File: src/design/assert_macros.svh
// ----------------------------------------------------------------------------
// Assertion macros
// Shared concurrent assertion helpers, clocked on clk_i and gated by rst_ni.
// ----------------------------------------------------------------------------
`ifndef ASSERT_MACROS_SVH
`define ASSERT_MACROS_SVH

`ifndef NO_ASSERTIONS
// property must hold at every clock edge out of reset
`define ASSERT_AT(lbl, prop) \
  lbl: assert property (@(posedge clk_i) disable iff (!rst_ni) (prop)) \
    else $error("assertion failed");
// condition must never be true at a clock edge out of reset
`define ASSERT_NEVER(lbl, cond) \
  lbl: assert property (@(posedge clk_i) disable iff (!rst_ni) !(cond)) \
    else $error("forbidden condition seen");
`else
`define ASSERT_AT(lbl, prop)
`define ASSERT_NEVER(lbl, cond)
`endif

`endif

File: src/design/brtd_pkg.sv
// ----------------------------------------------------------------------------
// Track decoder package
// Types and constants shared by the run-length track decoder modules.
// ----------------------------------------------------------------------------
package brtd_pkg;

  localparam int unsigned ByteW  = 8;
  localparam int unsigned CountW = 15;
  localparam int unsigned LenW   = 16;
  localparam int unsigned TotalW = 30;
  localparam int unsigned ErrW   = 3;

  localparam logic [LenW-1:0] MinRecord = 16'd3;

  // error codes carried on each result
  typedef enum logic [ErrW-1:0] {
    ERR_NONE      = 3'd0,
    ERR_SHORT_LEN = 3'd1,
    ERR_RUN_TRUNC = 3'd2,
    ERR_LIT_BAD   = 3'd3,
    ERR_REC_CUT   = 3'd4
  } err_e;

  // parser phases, one-hot
  typedef enum logic [5:0] {
    PH_IDLE  = 6'b000001,
    PH_LENHI = 6'b000010,
    PH_HDRLO = 6'b000100,
    PH_HDRHI = 6'b001000,
    PH_RUN   = 6'b010000,
    PH_LIT   = 6'b100000
  } phase_e;

  // command from the parser to the output stage
  typedef struct packed {
    logic              emit;   // produce a result beat
    logic              clear;  // zero the running total afterwards
    logic              done;   // last result of the record
    err_e              err;
    logic [ByteW-1:0]  data;
    logic [CountW-1:0] count;
  } cmd_t;

endpackage

File: src/design/brtd_front.sv
// ----------------------------------------------------------------------------
// Track decoder front end
// Parses record length and block headers, one byte per beat, and turns each
// byte into at most one command for the output stage.
// ----------------------------------------------------------------------------
module brtd_front (
  input  logic                        clk_i,
  input  logic                        rst_ni,
  input  logic                        accept_i,
  input  logic [brtd_pkg::ByteW-1:0]  in_byte_i,
  input  logic                        track_start_i,
  output logic                        push_o,
  output brtd_pkg::cmd_t              cmd_o
);

  brtd_pkg::phase_e                  phase_q, phase_d;
  logic [brtd_pkg::LenW-1:0]         rem_q, rem_d;
  logic [brtd_pkg::CountW-1:0]       blk_q, blk_d;
  logic [brtd_pkg::ByteW-1:0]        hlo_q, hlo_d;

  logic [brtd_pkg::LenW-1:0]         word;
  logic [brtd_pkg::CountW-1:0]       blk_dec;
  logic [brtd_pkg::LenW:0]           lit_need;

  assign word     = {in_byte_i, hlo_q};
  assign blk_dec  = blk_q - brtd_pkg::CountW'(1);
  assign lit_need = {2'b00, word[brtd_pkg::CountW-1:0]} + 17'd2;

  // classify the byte and advance the parser
  always_comb begin
    phase_d      = phase_q;
    rem_d        = rem_q;
    blk_d        = blk_q;
    hlo_d        = hlo_q;
    push_o       = 1'b0;
    cmd_o.emit   = 1'b0;
    cmd_o.clear  = 1'b0;
    cmd_o.done   = 1'b0;
    cmd_o.err    = brtd_pkg::ERR_NONE;
    cmd_o.data   = in_byte_i;
    cmd_o.count  = '0;

    if (accept_i) begin
      if (track_start_i) begin
        // a new record: flag a cut record if one was open, then reset the total
        push_o      = 1'b1;
        cmd_o.clear = 1'b1;
        if (phase_q != brtd_pkg::PH_IDLE) begin
          cmd_o.emit = 1'b1;
          cmd_o.done = 1'b1;
          cmd_o.err  = brtd_pkg::ERR_REC_CUT;
          cmd_o.data = '0;
        end
        rem_d   = '0;
        blk_d   = '0;
        hlo_d   = in_byte_i;
        phase_d = brtd_pkg::PH_LENHI;
      end else begin
        unique case (phase_q)
          brtd_pkg::PH_IDLE: begin
            // drop bytes outside a record
          end
          brtd_pkg::PH_LENHI: begin
            if (word < brtd_pkg::MinRecord) begin
              push_o     = 1'b1;
              cmd_o.emit = 1'b1;
              cmd_o.done = 1'b1;
              cmd_o.err  = brtd_pkg::ERR_SHORT_LEN;
              cmd_o.data = '0;
              phase_d    = brtd_pkg::PH_IDLE;
            end else begin
              rem_d   = word;
              phase_d = brtd_pkg::PH_HDRLO;
            end
          end
          brtd_pkg::PH_HDRLO: begin
            if (rem_q < brtd_pkg::LenW'(2)) begin
              push_o     = 1'b1;
              cmd_o.emit = 1'b1;
              cmd_o.done = 1'b1;
              cmd_o.err  = brtd_pkg::ERR_REC_CUT;
              cmd_o.data = '0;
              phase_d    = brtd_pkg::PH_IDLE;
            end else begin
              hlo_d   = in_byte_i;
              phase_d = brtd_pkg::PH_HDRHI;
            end
          end
          brtd_pkg::PH_HDRHI: begin
            if (in_byte_i[brtd_pkg::ByteW-1]) begin
              // run block: count plus a single fill byte
              if (rem_q < brtd_pkg::MinRecord) begin
                push_o     = 1'b1;
                cmd_o.emit = 1'b1;
                cmd_o.done = 1'b1;
                cmd_o.err  = brtd_pkg::ERR_RUN_TRUNC;
                cmd_o.data = '0;
                phase_d    = brtd_pkg::PH_IDLE;
              end else begin
                rem_d   = rem_q - brtd_pkg::MinRecord;
                blk_d   = word[brtd_pkg::CountW-1:0];
                phase_d = brtd_pkg::PH_RUN;
              end
            end else begin
              // literal block: must be non-empty and fit in the record
              if (word[brtd_pkg::CountW-1:0] == '0 || {1'b0, rem_q} < lit_need) begin
                push_o     = 1'b1;
                cmd_o.emit = 1'b1;
                cmd_o.done = 1'b1;
                cmd_o.err  = brtd_pkg::ERR_LIT_BAD;
                cmd_o.data = '0;
                phase_d    = brtd_pkg::PH_IDLE;
              end else begin
                rem_d   = rem_q - lit_need[brtd_pkg::LenW-1:0];
                blk_d   = word[brtd_pkg::CountW-1:0];
                phase_d = brtd_pkg::PH_LIT;
              end
            end
          end
          brtd_pkg::PH_RUN: begin
            push_o      = 1'b1;
            cmd_o.emit  = 1'b1;
            cmd_o.count = blk_q;
            cmd_o.done  = (rem_q == '0);
            blk_d       = '0;
            phase_d     = (rem_q == '0) ? brtd_pkg::PH_IDLE : brtd_pkg::PH_HDRLO;
          end
          brtd_pkg::PH_LIT: begin
            push_o      = 1'b1;
            cmd_o.emit  = 1'b1;
            cmd_o.count = brtd_pkg::CountW'(1);
            blk_d       = blk_dec;
            if (blk_dec == '0) begin
              cmd_o.done = (rem_q == '0);
              phase_d    = (rem_q == '0) ? brtd_pkg::PH_IDLE : brtd_pkg::PH_HDRLO;
            end
          end
          default: begin
            phase_d = brtd_pkg::PH_IDLE;
          end
        endcase
      end
    end
  end

  // hold parser state
  always_ff @(posedge clk_i or negedge rst_ni) begin
    if (!rst_ni) begin
      phase_q <= brtd_pkg::PH_IDLE;
      rem_q   <= '0;
      blk_q   <= '0;
      hlo_q   <= '0;
    end else begin
      phase_q <= phase_d;
      rem_q   <= rem_d;
      blk_q   <= blk_d;
      hlo_q   <= hlo_d;
    end
  end

endmodule

File: src/design/brtd_queue.sv
// ----------------------------------------------------------------------------
// Track decoder command queue
// Small first-in first-out buffer between parser and output stage.
// ----------------------------------------------------------------------------
`include "assert_macros.svh"

module brtd_queue #(
  parameter int unsigned Depth = 4
) (
  input  logic           clk_i,
  input  logic           rst_ni,
  input  logic           push_i,
  input  brtd_pkg::cmd_t wdata_i,
  output logic           full_o,
  output logic           valid_o,
  input  logic           pop_i,
  output brtd_pkg::cmd_t rdata_o
);

  localparam int unsigned PtrW = (Depth > 1) ? $clog2(Depth) : 1;
  localparam int unsigned CntW = $clog2(Depth + 1);

  brtd_pkg::cmd_t  mem_q [Depth];
  logic [PtrW-1:0] wptr_q, wptr_d, rptr_q, rptr_d;
  logic [CntW-1:0] cnt_q, cnt_d;

  assign full_o  = (cnt_q == CntW'(Depth));
  assign valid_o = (cnt_q != '0);
  assign rdata_o = mem_q[rptr_q];

  // advance pointers with wrap at the depth
  always_comb begin
    wptr_d = wptr_q;
    rptr_d = rptr_q;
    cnt_d  = cnt_q;
    if (push_i) begin
      wptr_d = (wptr_q == PtrW'(Depth - 1)) ? '0 : wptr_q + PtrW'(1);
    end
    if (pop_i) begin
      rptr_d = (rptr_q == PtrW'(Depth - 1)) ? '0 : rptr_q + PtrW'(1);
    end
    if (push_i && !pop_i) begin
      cnt_d = cnt_q + CntW'(1);
    end else if (!push_i && pop_i) begin
      cnt_d = cnt_q - CntW'(1);
    end
  end

  always_ff @(posedge clk_i or negedge rst_ni) begin
    if (!rst_ni) begin
      wptr_q <= '0;
      rptr_q <= '0;
      cnt_q  <= '0;
    end else begin
      wptr_q <= wptr_d;
      rptr_q <= rptr_d;
      cnt_q  <= cnt_d;
    end
  end

  // store pushed commands
  always_ff @(posedge clk_i) begin
    if (push_i) begin
      mem_q[wptr_q] <= wdata_i;
    end
  end

  `ASSERT_NEVER(a_push_full, push_i && full_o)
  `ASSERT_NEVER(a_pop_empty, pop_i && !valid_o)
  `ASSERT_AT(a_cnt_track, (push_i && !pop_i) |=> (cnt_q == $past(cnt_q) + CntW'(1)))

endmodule

File: src/design/brtd_back.sv
// ----------------------------------------------------------------------------
// Track decoder output stage
// Executes queued commands: keeps the running total and holds one result
// in an output register until the receiver takes it.
// ----------------------------------------------------------------------------
`include "assert_macros.svh"

module brtd_back (
  input  logic                          clk_i,
  input  logic                          rst_ni,
  input  logic                          cmd_valid_i,
  input  brtd_pkg::cmd_t                cmd_i,
  output logic                          pop_o,
  output logic                          out_valid_o,
  input  logic                          out_ready_i,
  output logic [brtd_pkg::ByteW-1:0]    out_byte_o,
  output logic [brtd_pkg::CountW-1:0]   repeat_count_o,
  output logic                          track_done_o,
  output logic [brtd_pkg::TotalW-1:0]   decoded_total_o,
  output logic [brtd_pkg::ErrW-1:0]     error_code_o
);

  logic                          valid_q, valid_d;
  logic [brtd_pkg::TotalW-1:0]   total_q, total_d;
  logic [brtd_pkg::TotalW-1:0]   sum;
  logic                          load;

  logic [brtd_pkg::ByteW-1:0]    byte_q;
  logic [brtd_pkg::CountW-1:0]   count_q;
  logic                          done_q;
  logic [brtd_pkg::TotalW-1:0]   otot_q;
  logic [brtd_pkg::ErrW-1:0]     err_q;

  assign sum   = total_q + {{(brtd_pkg::TotalW - brtd_pkg::CountW){1'b0}}, cmd_i.count};
  assign pop_o = cmd_valid_i && (!valid_q || out_ready_i);
  assign load  = pop_o && cmd_i.emit;

  // update total and output valid
  always_comb begin
    valid_d = valid_q && !out_ready_i;
    total_d = total_q;
    if (pop_o) begin
      valid_d = cmd_i.emit;
      total_d = cmd_i.clear ? '0 : (cmd_i.emit ? sum : total_q);
    end
  end

  always_ff @(posedge clk_i or negedge rst_ni) begin
    if (!rst_ni) begin
      valid_q <= 1'b0;
      total_q <= '0;
    end else begin
      valid_q <= valid_d;
      total_q <= total_d;
    end
  end

  // load result payload
  always_ff @(posedge clk_i) begin
    if (load) begin
      byte_q  <= cmd_i.data;
      count_q <= cmd_i.count;
      done_q  <= cmd_i.done;
      otot_q  <= cmd_i.done ? sum : '0;
      err_q   <= cmd_i.err;
    end
  end

  assign out_valid_o     = valid_q;
  assign out_byte_o      = byte_q;
  assign repeat_count_o  = count_q;
  assign track_done_o    = done_q;
  assign decoded_total_o = otot_q;
  assign error_code_o    = err_q;

  `ASSERT_AT(a_total_only_done, (out_valid_o && !track_done_o) |-> (decoded_total_o == '0))
  `ASSERT_AT(a_err_ends_track, (out_valid_o && error_code_o != '0) |-> track_done_o)
  `ASSERT_AT(a_err_no_count, (out_valid_o && error_code_o != '0) |-> (repeat_count_o == '0))

endmodule

File: src/design/block_rle_track_decoder_top.sv
// ----------------------------------------------------------------------------
// Run-length track decoder, top level
// Decodes compressed track records byte by byte into (byte, count) results.
// ----------------------------------------------------------------------------
// Input channel: one compressed byte per beat on in_byte_i, with
// track_start_i high on the low length byte of each record. Output channel:
// one result per decoded literal byte or run, carrying the byte and its
// repeat count; the last result of a record (or an error result) has
// track_done_o set and the record's decoded total.
// A byte is accepted every cycle while the command queue has room. A result
// passes through the command queue and then the output register after the
// byte that causes it is accepted; sustained rate is one byte per cycle
// while out_ready_i is high, set by the parser's per-byte header and counter update.
// Bytes that make no result (length and header bytes, discarded bytes) still
// pass through the queue only when they start a record.
// After an error, bytes are dropped until the next track_start_i.
// Reset clears the parser to idle, empties the queue and zeroes the total.
// When the receiver holds out_ready_i low, the result register holds, the
// queue fills up to QDepth commands, and in_ready_o then drops.
// ----------------------------------------------------------------------------
module block_rle_track_decoder_top #(
  parameter int unsigned QDepth = 4
) (
  input  logic                          clk_i,
  input  logic                          rst_ni,
  input  logic                          in_valid_i,
  output logic                          in_ready_o,
  input  logic [brtd_pkg::ByteW-1:0]    in_byte_i,
  input  logic                          track_start_i,
  output logic                          out_valid_o,
  input  logic                          out_ready_i,
  output logic [brtd_pkg::ByteW-1:0]    out_byte_o,
  output logic [brtd_pkg::CountW-1:0]   repeat_count_o,
  output logic                          track_done_o,
  output logic [brtd_pkg::TotalW-1:0]   decoded_total_o,
  output logic [brtd_pkg::ErrW-1:0]     error_code_o
);

  logic           accept;
  logic           push;
  logic           full;
  logic           q_valid;
  logic           pop;
  brtd_pkg::cmd_t push_cmd;
  brtd_pkg::cmd_t pop_cmd;

  assign in_ready_o = !full;
  assign accept     = in_valid_i && in_ready_o;

  brtd_front u_front (
    .clk_i         (clk_i),
    .rst_ni        (rst_ni),
    .accept_i      (accept),
    .in_byte_i     (in_byte_i),
    .track_start_i (track_start_i),
    .push_o        (push),
    .cmd_o         (push_cmd)
  );

  brtd_queue #(
    .Depth (QDepth)
  ) u_queue (
    .clk_i   (clk_i),
    .rst_ni  (rst_ni),
    .push_i  (push),
    .wdata_i (push_cmd),
    .full_o  (full),
    .valid_o (q_valid),
    .pop_i   (pop),
    .rdata_o (pop_cmd)
  );

  brtd_back u_back (
    .clk_i           (clk_i),
    .rst_ni          (rst_ni),
    .cmd_valid_i     (q_valid),
    .cmd_i           (pop_cmd),
    .pop_o           (pop),
    .out_valid_o     (out_valid_o),
    .out_ready_i     (out_ready_i),
    .out_byte_o      (out_byte_o),
    .repeat_count_o  (repeat_count_o),
    .track_done_o    (track_done_o),
    .decoded_total_o (decoded_total_o),
    .error_code_o    (error_code_o)
  );

endmodule
File: config.mk
export PLATFORM = sky130hd
export DESIGN_NAME = block_rle_track_decoder_top
export DESIGN_NICKNAME = d
export VERILOG_FILES = /design/src/design/brtd_pkg.sv /design/src/design/brtd_front.sv /design/src/design/brtd_queue.sv /design/src/design/brtd_back.sv /design/src/design/block_rle_track_decoder_top.sv
export VERILOG_INCLUDE_DIRS = /design/src /design/src/design
export SDC_FILE = /design/constraint.sdc
export NUM_CORES = 1
export LEC_CHECK = 0
export BUFFER_PORTS_ARGS = -buffer_cell sky130_fd_sc_hd__buf_2
export CAP_MARGIN = 0
export CORE_ASPECT_RATIO = 2
export CORE_MARGIN = 1.5
export CORE_UTILIZATION = 60
export CTS_CLUSTER_DIAMETER = 120
export DETAILED_ROUTE_END_ITERATION = 6
export GPL_TIMING_DRIVEN = 0
export MAX_ROUTING_LAYER = met4
export PLACE_DENSITY = 0.85
export RECOVER_POWER = 100
export SYNTH_ARGS = -nofsm -noshare
export SYNTH_HDL_FRONTEND = slang
export SYNTH_SLANG_ARGS = --single-unit
File: constraint.sdc
create_clock -name clk_i -period 4.9 [get_ports clk_i]
set_input_delay 0.245 -clock clk_i [delete_from_list [all_inputs] [get_ports clk_i]]
set_output_delay 0.245 -clock clk_i [all_outputs]
set_load 0.02 [all_outputs]
# == Yosys cells after proc, flatten, opt, wreduce, memory -nomap -nowiden ==
# Memory sizes are Yosys's and may differ from the RTL's.
# Index checks and enable logic that the tools add are counted.
# op_classes
addsub,9
n_lt_le_gt_ge,4
eq_ne,16
n_mux,56
reduce_logical,28
# op_table
cell,count
12-bit 2-to-1 mux,7
16-bit 2-to-1 mux,5
15-bit 2-to-1 mux,5
30-bit 2-to-1 mux,2
"16-bit by 2-bit < comparator with 1-bit output, second input constant",3
15-bit one-hot mux with 3 select lines,1
6-bit one-hot mux with 6 select lines,1
11-bit one-hot mux with 3 select lines,1
16-bit one-hot mux with 2 select lines,1
30-bit by 15-bit adder with 30-bit output,1
15-bit logical NOT,2
15-bit one-hot mux with 2 select lines,1
29-bit 2-to-1 mux,1
6-bit 2-to-1 mux,4
8-bit 2-to-1 mux,3
16-bit by 17-bit < comparator with 1-bit output,1
"15-bit by 2-bit adder with 16-bit output, second input constant",1
16-bit logical NOT,1
16-bit subtractor,1
"16-bit by 2-bit subtractor with 16-bit output, second input constant",1
"15-bit by 1-bit subtractor with 15-bit output, second input constant",1
1-bit 2-to-1 mux,14
3-bit 2-to-1 mux,4
"4-bit inequality test, second input constant",2
31 further kinds,49
# word_totals
ff_bits,140
ram_bits,116
in_bits,13
elab_cells,128
n_memories,1
# memory_table
memory,words,word_bits,rd,rd_ports_with_merged_regs,write_ports,line,rtl
u_queue.mem_q,4,29,1,0,1,brtd_queue.sv:23,brtd_pkg::cmd_t mem_q [Depth];

# == Depth between registers and ports, before layout ==
# depth
word_depth,12
mapped_depth,20
mapped_depth_nobuf,19

# == Hierarchy ==
# From an unflattened synthesis, not the netlist that was laid out.
# unflattened
cells_unflattened,1130
hier_area_um2,13663.1
# by_module_without_submodules
mod,n_inst,cells_per_inst,area_per_inst_um2
brtd_front,1,579,4629.4
brtd_queue,1,188,4600.7
brtd_back,1,361,4423.0
block_rle_track_decoder_top,1,2,10.0

# == Least setup slack after synthesis ==
# Ideal clock, no wire load.
# synth_path
kind,reg2reg
from,reg u_front.hlo_q[4] in the netlist's numbering
to,mem u_queue.mem_q[3][0] in the netlist's numbering (enable)
setup_time_ps,389
arrival_ps,3739
path_slack_ps,772
path_stages_with_launch,15
n_path_buf,1
synth_period_minus_slack_ps,4128
cell_sequence,dfrtp_1 > clkbuf_1 > nand3_1 > or2_2 > nor2_1 > nand3_1 > xor2_1 > ha_1 > and3_1 > a221o_1 > nand2_1 > a21oi_1 > a211oi_2 > o31a_4 > and2_1
# synth_between
elab_chain_cells,10
word_cells_on_any_way,13
# synth_rtl
element,line,rtl
start: declaration,brtd_front.sv:19,"logic [brtd_pkg::ByteW-1:0] hlo_q, hlo_d;"
start signal: assignment,brtd_front.sv:157,hlo_q <= hlo_d;
15-bit by 2-bit adder with 16-bit output,brtd_front.sv:27,"assign lit_need = {2'b00, word[brtd_pkg::CountW-1:0]} + 17'd2;"
16-bit by 17-bit < comparator with 1-bit output,brtd_front.sv:106,"if (word[brtd_pkg::CountW-1:0] == '0 || {1'b0, rem_q} < lit_need) begin"
1-bit logical OR,brtd_front.sv:106,
1-bit 2-to-1 mux,brtd_front.sv:106,
1-bit 2-to-1 mux,brtd_front.sv:90,if (in_byte_i[brtd_pkg::ByteW-1]) begin
1-bit one-hot mux with 4 select lines *,brtd_front.sv:59,unique case (phase_q)
1-bit 2-to-1 mux *,brtd_front.sv:44,if (track_start_i) begin
1-bit 2-to-1 mux *,brtd_front.sv:43,if (accept_i) begin
named net push,block_rle_track_decoder_top.sv:40,logic push;
1-bit 2-to-1 mux *,brtd_queue.sv:63,if (push_i) begin
1-bit 2-to-1 mux (implied by the code) *,brtd_queue.sv:64,mem_q[wptr_q] <= wdata_i;
end: declaration,brtd_queue.sv:23,
# The timed path passes the listed nets; every way through them passes the cells marked *.

==> flow_summary.toml <==
[sta]
slew_headroom_pct = -93.9
fin_crit_sh_pct = 95.5
period_minus_slack_ns = 4.68
fmax_ghz = 0.214
tightest_slew_ns = 2.91
finalMaxSlewViolations = 101
rsz0062_at_grt = "false"
final.setup.tns_ns = 0
hold_viol = 0
setup_violations = 0
skew_ns = 0.00936

[flow_run]
max_cap_viol_count = 2

[die]
initial_core_util_pct = 61.0
io_pins = 72
design.core.area_mm2 = 0.0214
die_y_um = 212
die_width_um = 107
die-area_mm2 = 0.0227
num_rows = 76

[critical_path]
reg2reg_from = "u_queue.rptr_q[1]"
crit_path_end_kind = "flop"
criticalPathCategory = "flop to flop"
worstPathMaxFanout = 10
path_buf_inv = 2
cp_slowest_cell = "o21ai_0"
critical_path.top_delay_family = "simple AND/OR/NAND/NOR gates"
cpPeakStageDelay_ns = 0.61
critical_path.cell_chain = "clkbuf_2 -> clkbuf_1 -> mux4_2 -> ha_1 -> nand3_1 -> o2111ai_1 -> nand2_1 -> o21ai_0 -> and2_0 -> nand4_1 -> or3_1 -> nand3_1"
cp_common_cell = "nand3_1"
start_kind = "flop"
worstSetupStartpoint = "u_queue.rptr_q[1]"
critPathRequiredTime_ns = 5.36
arrival_ns = 5.14

[power]
power_mw = 9.67
switching_share_pct = 41.2
p_leak_nw = 5.28
switchingPower_mw = 3.99
power_frac_clock_pct = 18.8
power_density_mw_per_mm2 = 672
power_frac_comb_pct = 45.1
power_frac_seq_pct = 36.1
irDropWorstVdd_mv = 0.468
p_int_mw = 5.68

[clock_network]
cts_buffers = 22
cts_tree = "done"
path_clk_slew_ns = 0.07
insertion_delay_ns = 0.52
cts_buffer_depth = 3
clock_sink_count = 256
htree_levels = 1
cts-root-buf = "clkbuf_16"

[grt]
antenna_found_initial = 0
grt_pass1_vias = 9915
grt_max_degree = 59
grt_pass1_wl_um = 51400
grt_overflow = 0
track_usage_pct = 30.6

[logic_synthesis]
synth_ff_type = "edfxtp_1"
synth_area_mm2 = 0.0131
yosysSeqAreaShare_pct = 55.7
synth_mux_area_share_pct = 6.44
yosys.cell_types.count = 77
synth_cells = 1117
yosys.area_share.simple_pct = 13.3
synth_seq_cells = 256
synth_enable_flop_cells = 173
yosys.area_share.adder_pct = 4.49
synth_compound_area_share_pct = 12.8
synthArstFlopShare_pct = 32.4
syn_nets = 1175
synth-xor-area-share_pct = 4.83
synth.avg_cell_area_um2 = 11.7
synth_top_family_by_area = "simple AND/OR/NAND/NOR gates"
ys_warn_count = 0

[final_layout]
n_antenna_cell = 0
syn2layout_area_growth_pct = 10.2
n_fill_cell = 1547
seq_area_mm2 = 0.00727
nets = 1264
layout_common_cells = "173 x edfxtp_1, 114 x clkbuf_1, 108 x nand2_1"
mostFrequentLayoutCell = "edfxtp_1"
multi_input_area_mm2 = 0.00545
final_util_pct = 67.3
drive_above_1_share_pct = 8.84
finalInstanceArea_mm2 = 0.0144

[drt]
postRouteWirelength_um = 32500
post_drt_wl_per_cell_um = 21.7
antenna_left = 0
firstDrtPassIters = 5
vias_per_cell = 6.38
via_count = 9536
drc = 0
drtIter0Drc = 674

[place]
dpl_cell_area_mm2 = 0.0138
numPortBuffers = 65
routabilityCongestion = 1.01
dp_hpwl_um = 23500

[hold_path]
min-delay-start = "out_ready_i"
hp-class = "primary input to flop"

[status]
status = "finished with violations"
violations = "capacitance limit, slew limit"
## worst paths after layout
path | endpoint | slack [ns] | depth (start not counted)
setup / recovery | u_back.total_q[29] | 0.22 | 12
hold / removal | u_back.out_valid_o | 0.05 | 3
setup reg to reg | u_back.total_q[29] | 0.22 | 12
hold reg to reg | u_back.total_q[2] | 0.50 | 2
max in group asynchronous | u_front.rem_q[13] | 0.71 | 3
min in group asynchronous | u_back.total_q[11] | 0.61 | 2
## final cells by class
| cell class | count | area share [%] |
|---|---|---|
| clock inverters | 11 | 0.948 |
| inverters | 23 | 0.600 |
| repair buffers | 69 | 1.95 |
| flip-flops and latches | 256 | 50.5 |
| multi-input cells | 780 | 37.8 |
| well taps | 273 | 2.37 |
| clock buffers | 29 | 4.30 |
| plain buffers | 54 | 1.45 |
## synth_stat cells (all sizes together) (9+ instances only)
master  number  area (um2)
nor4        11        68.8
a21oi       59         303
nand4        9        56.3
xor2        37         324
and2        22         138
a31oi       13        96.3
nor3        31         155
xnor2       35         307
a211oi       9        72.6
and3        11        68.8
mux2        16         180
buf         12        66.3
mux4        28         631
nor2b       12        75.1
clkbuf      46         173
inv         22        82.6
o21ai       81         409
dfrtp       82        2050
o31ai       20         150
nand2      108         405
edfxtp     173        5190
ha          42         526
nand3       18        90.1
nor2        98         370
## power groups by stage
stage	logic, mW	clock network [mW]	registers [mW]
floorplan	2.95	0	3.69
global placement	4.25	0	3.44
detailed placement	4.43	0	3.45
CTS	4.47	1.84	3.41
global route	4.75	1.92	3.54
finish	4.36	1.82	3.49
## through the flow
| stage | setup WS (ns) | std cells | hold slack [ns] |
|---|---|---|---|
| 2_1_floorplan | 0.772 | 1117 | -0.0506 |
| 3_3_place_gp | -0.572 | 1455 | 0.468 |
| 3_5_place_dp | -0.118 | 1457 | 0.187 |
| 4_1_cts | 0.0144 | 1499 | 0.0412 |
| 5_1_grt | 0.00902 | 1495 | 0.0693 |
| 6_report | 0.218 | 1495 | 0.0506 |
## registers in the layout (all words and copies together), names as in the netlist
| signal | count |
|---|---|
| u_queue.wptr_q | 2 |
| u_back.error_code_o | 3 |
| u_back.out_valid_o | 1 |
| u_back.repeat_count_o | 15 |
| u_queue.mem_q | 116 |
| u_back.total_q | 30 |
| u_back.decoded_total_o | 30 |
| u_front.rem_q | 16 |
| u_front.hlo_q | 8 |
| u_queue.cnt_q | 3 |
| u_front.phase_q | 6 |
| u_back.out_byte_o | 8 |
| u_front.blk_q | 15 |
| u_queue.rptr_q | 2 |
| u_back.track_done_o | 1 |
## worst reg2reg max path, cell delays in order (launching register included)
cell,delay [ns]
dfrtp_1,0.45
clkbuf_2,0.34
clkbuf_1,0.55
mux4_2,0.45
ha_1,0.38
nand3_1,0.13
o2111ai_1,0.30
nand2_1,0.16
o21ai_0,0.61
and2_0,0.43
nand4_1,0.31
or3_1,0.42
nand3_1,0.09
## per-layer routing
metal / GRT usage, % / wire length (um)
met5: - / 0
met4: 26.5 / 3100
met3: 3.66 / 1460
met2: 53.7 / 17400
met1: 28.7 / 10500
## timing repair
| action | in CTS | in global routing |
|---|---|---|
| hold endpoints to repair | 25 | 0 |
| buffers inserted | 1 | 0 |
| cloned | 0 | 0 |
| endpoints found under the setup margin | 120 | 136 |
| pin swaps | 1 | 0 |
| hold buffers | 1 | 0 |
| gates resized for setup | 2 | 8 |
## kinds of logic after synthesis
| kind of cell | after synthesis |
|---|---|
| AO/OA/AOI/OAI | 256 |
| multiplexers | 47 |
| buffers and inverters | 81 |
| XOR/XNOR | 72 |
| flip-flops | 256 |
| adder cells (fa/ha/maj) | 45 |
| AND/OR/NAND/NOR | 360 |
Note: power is estimated with default switching activity, not from simulation.
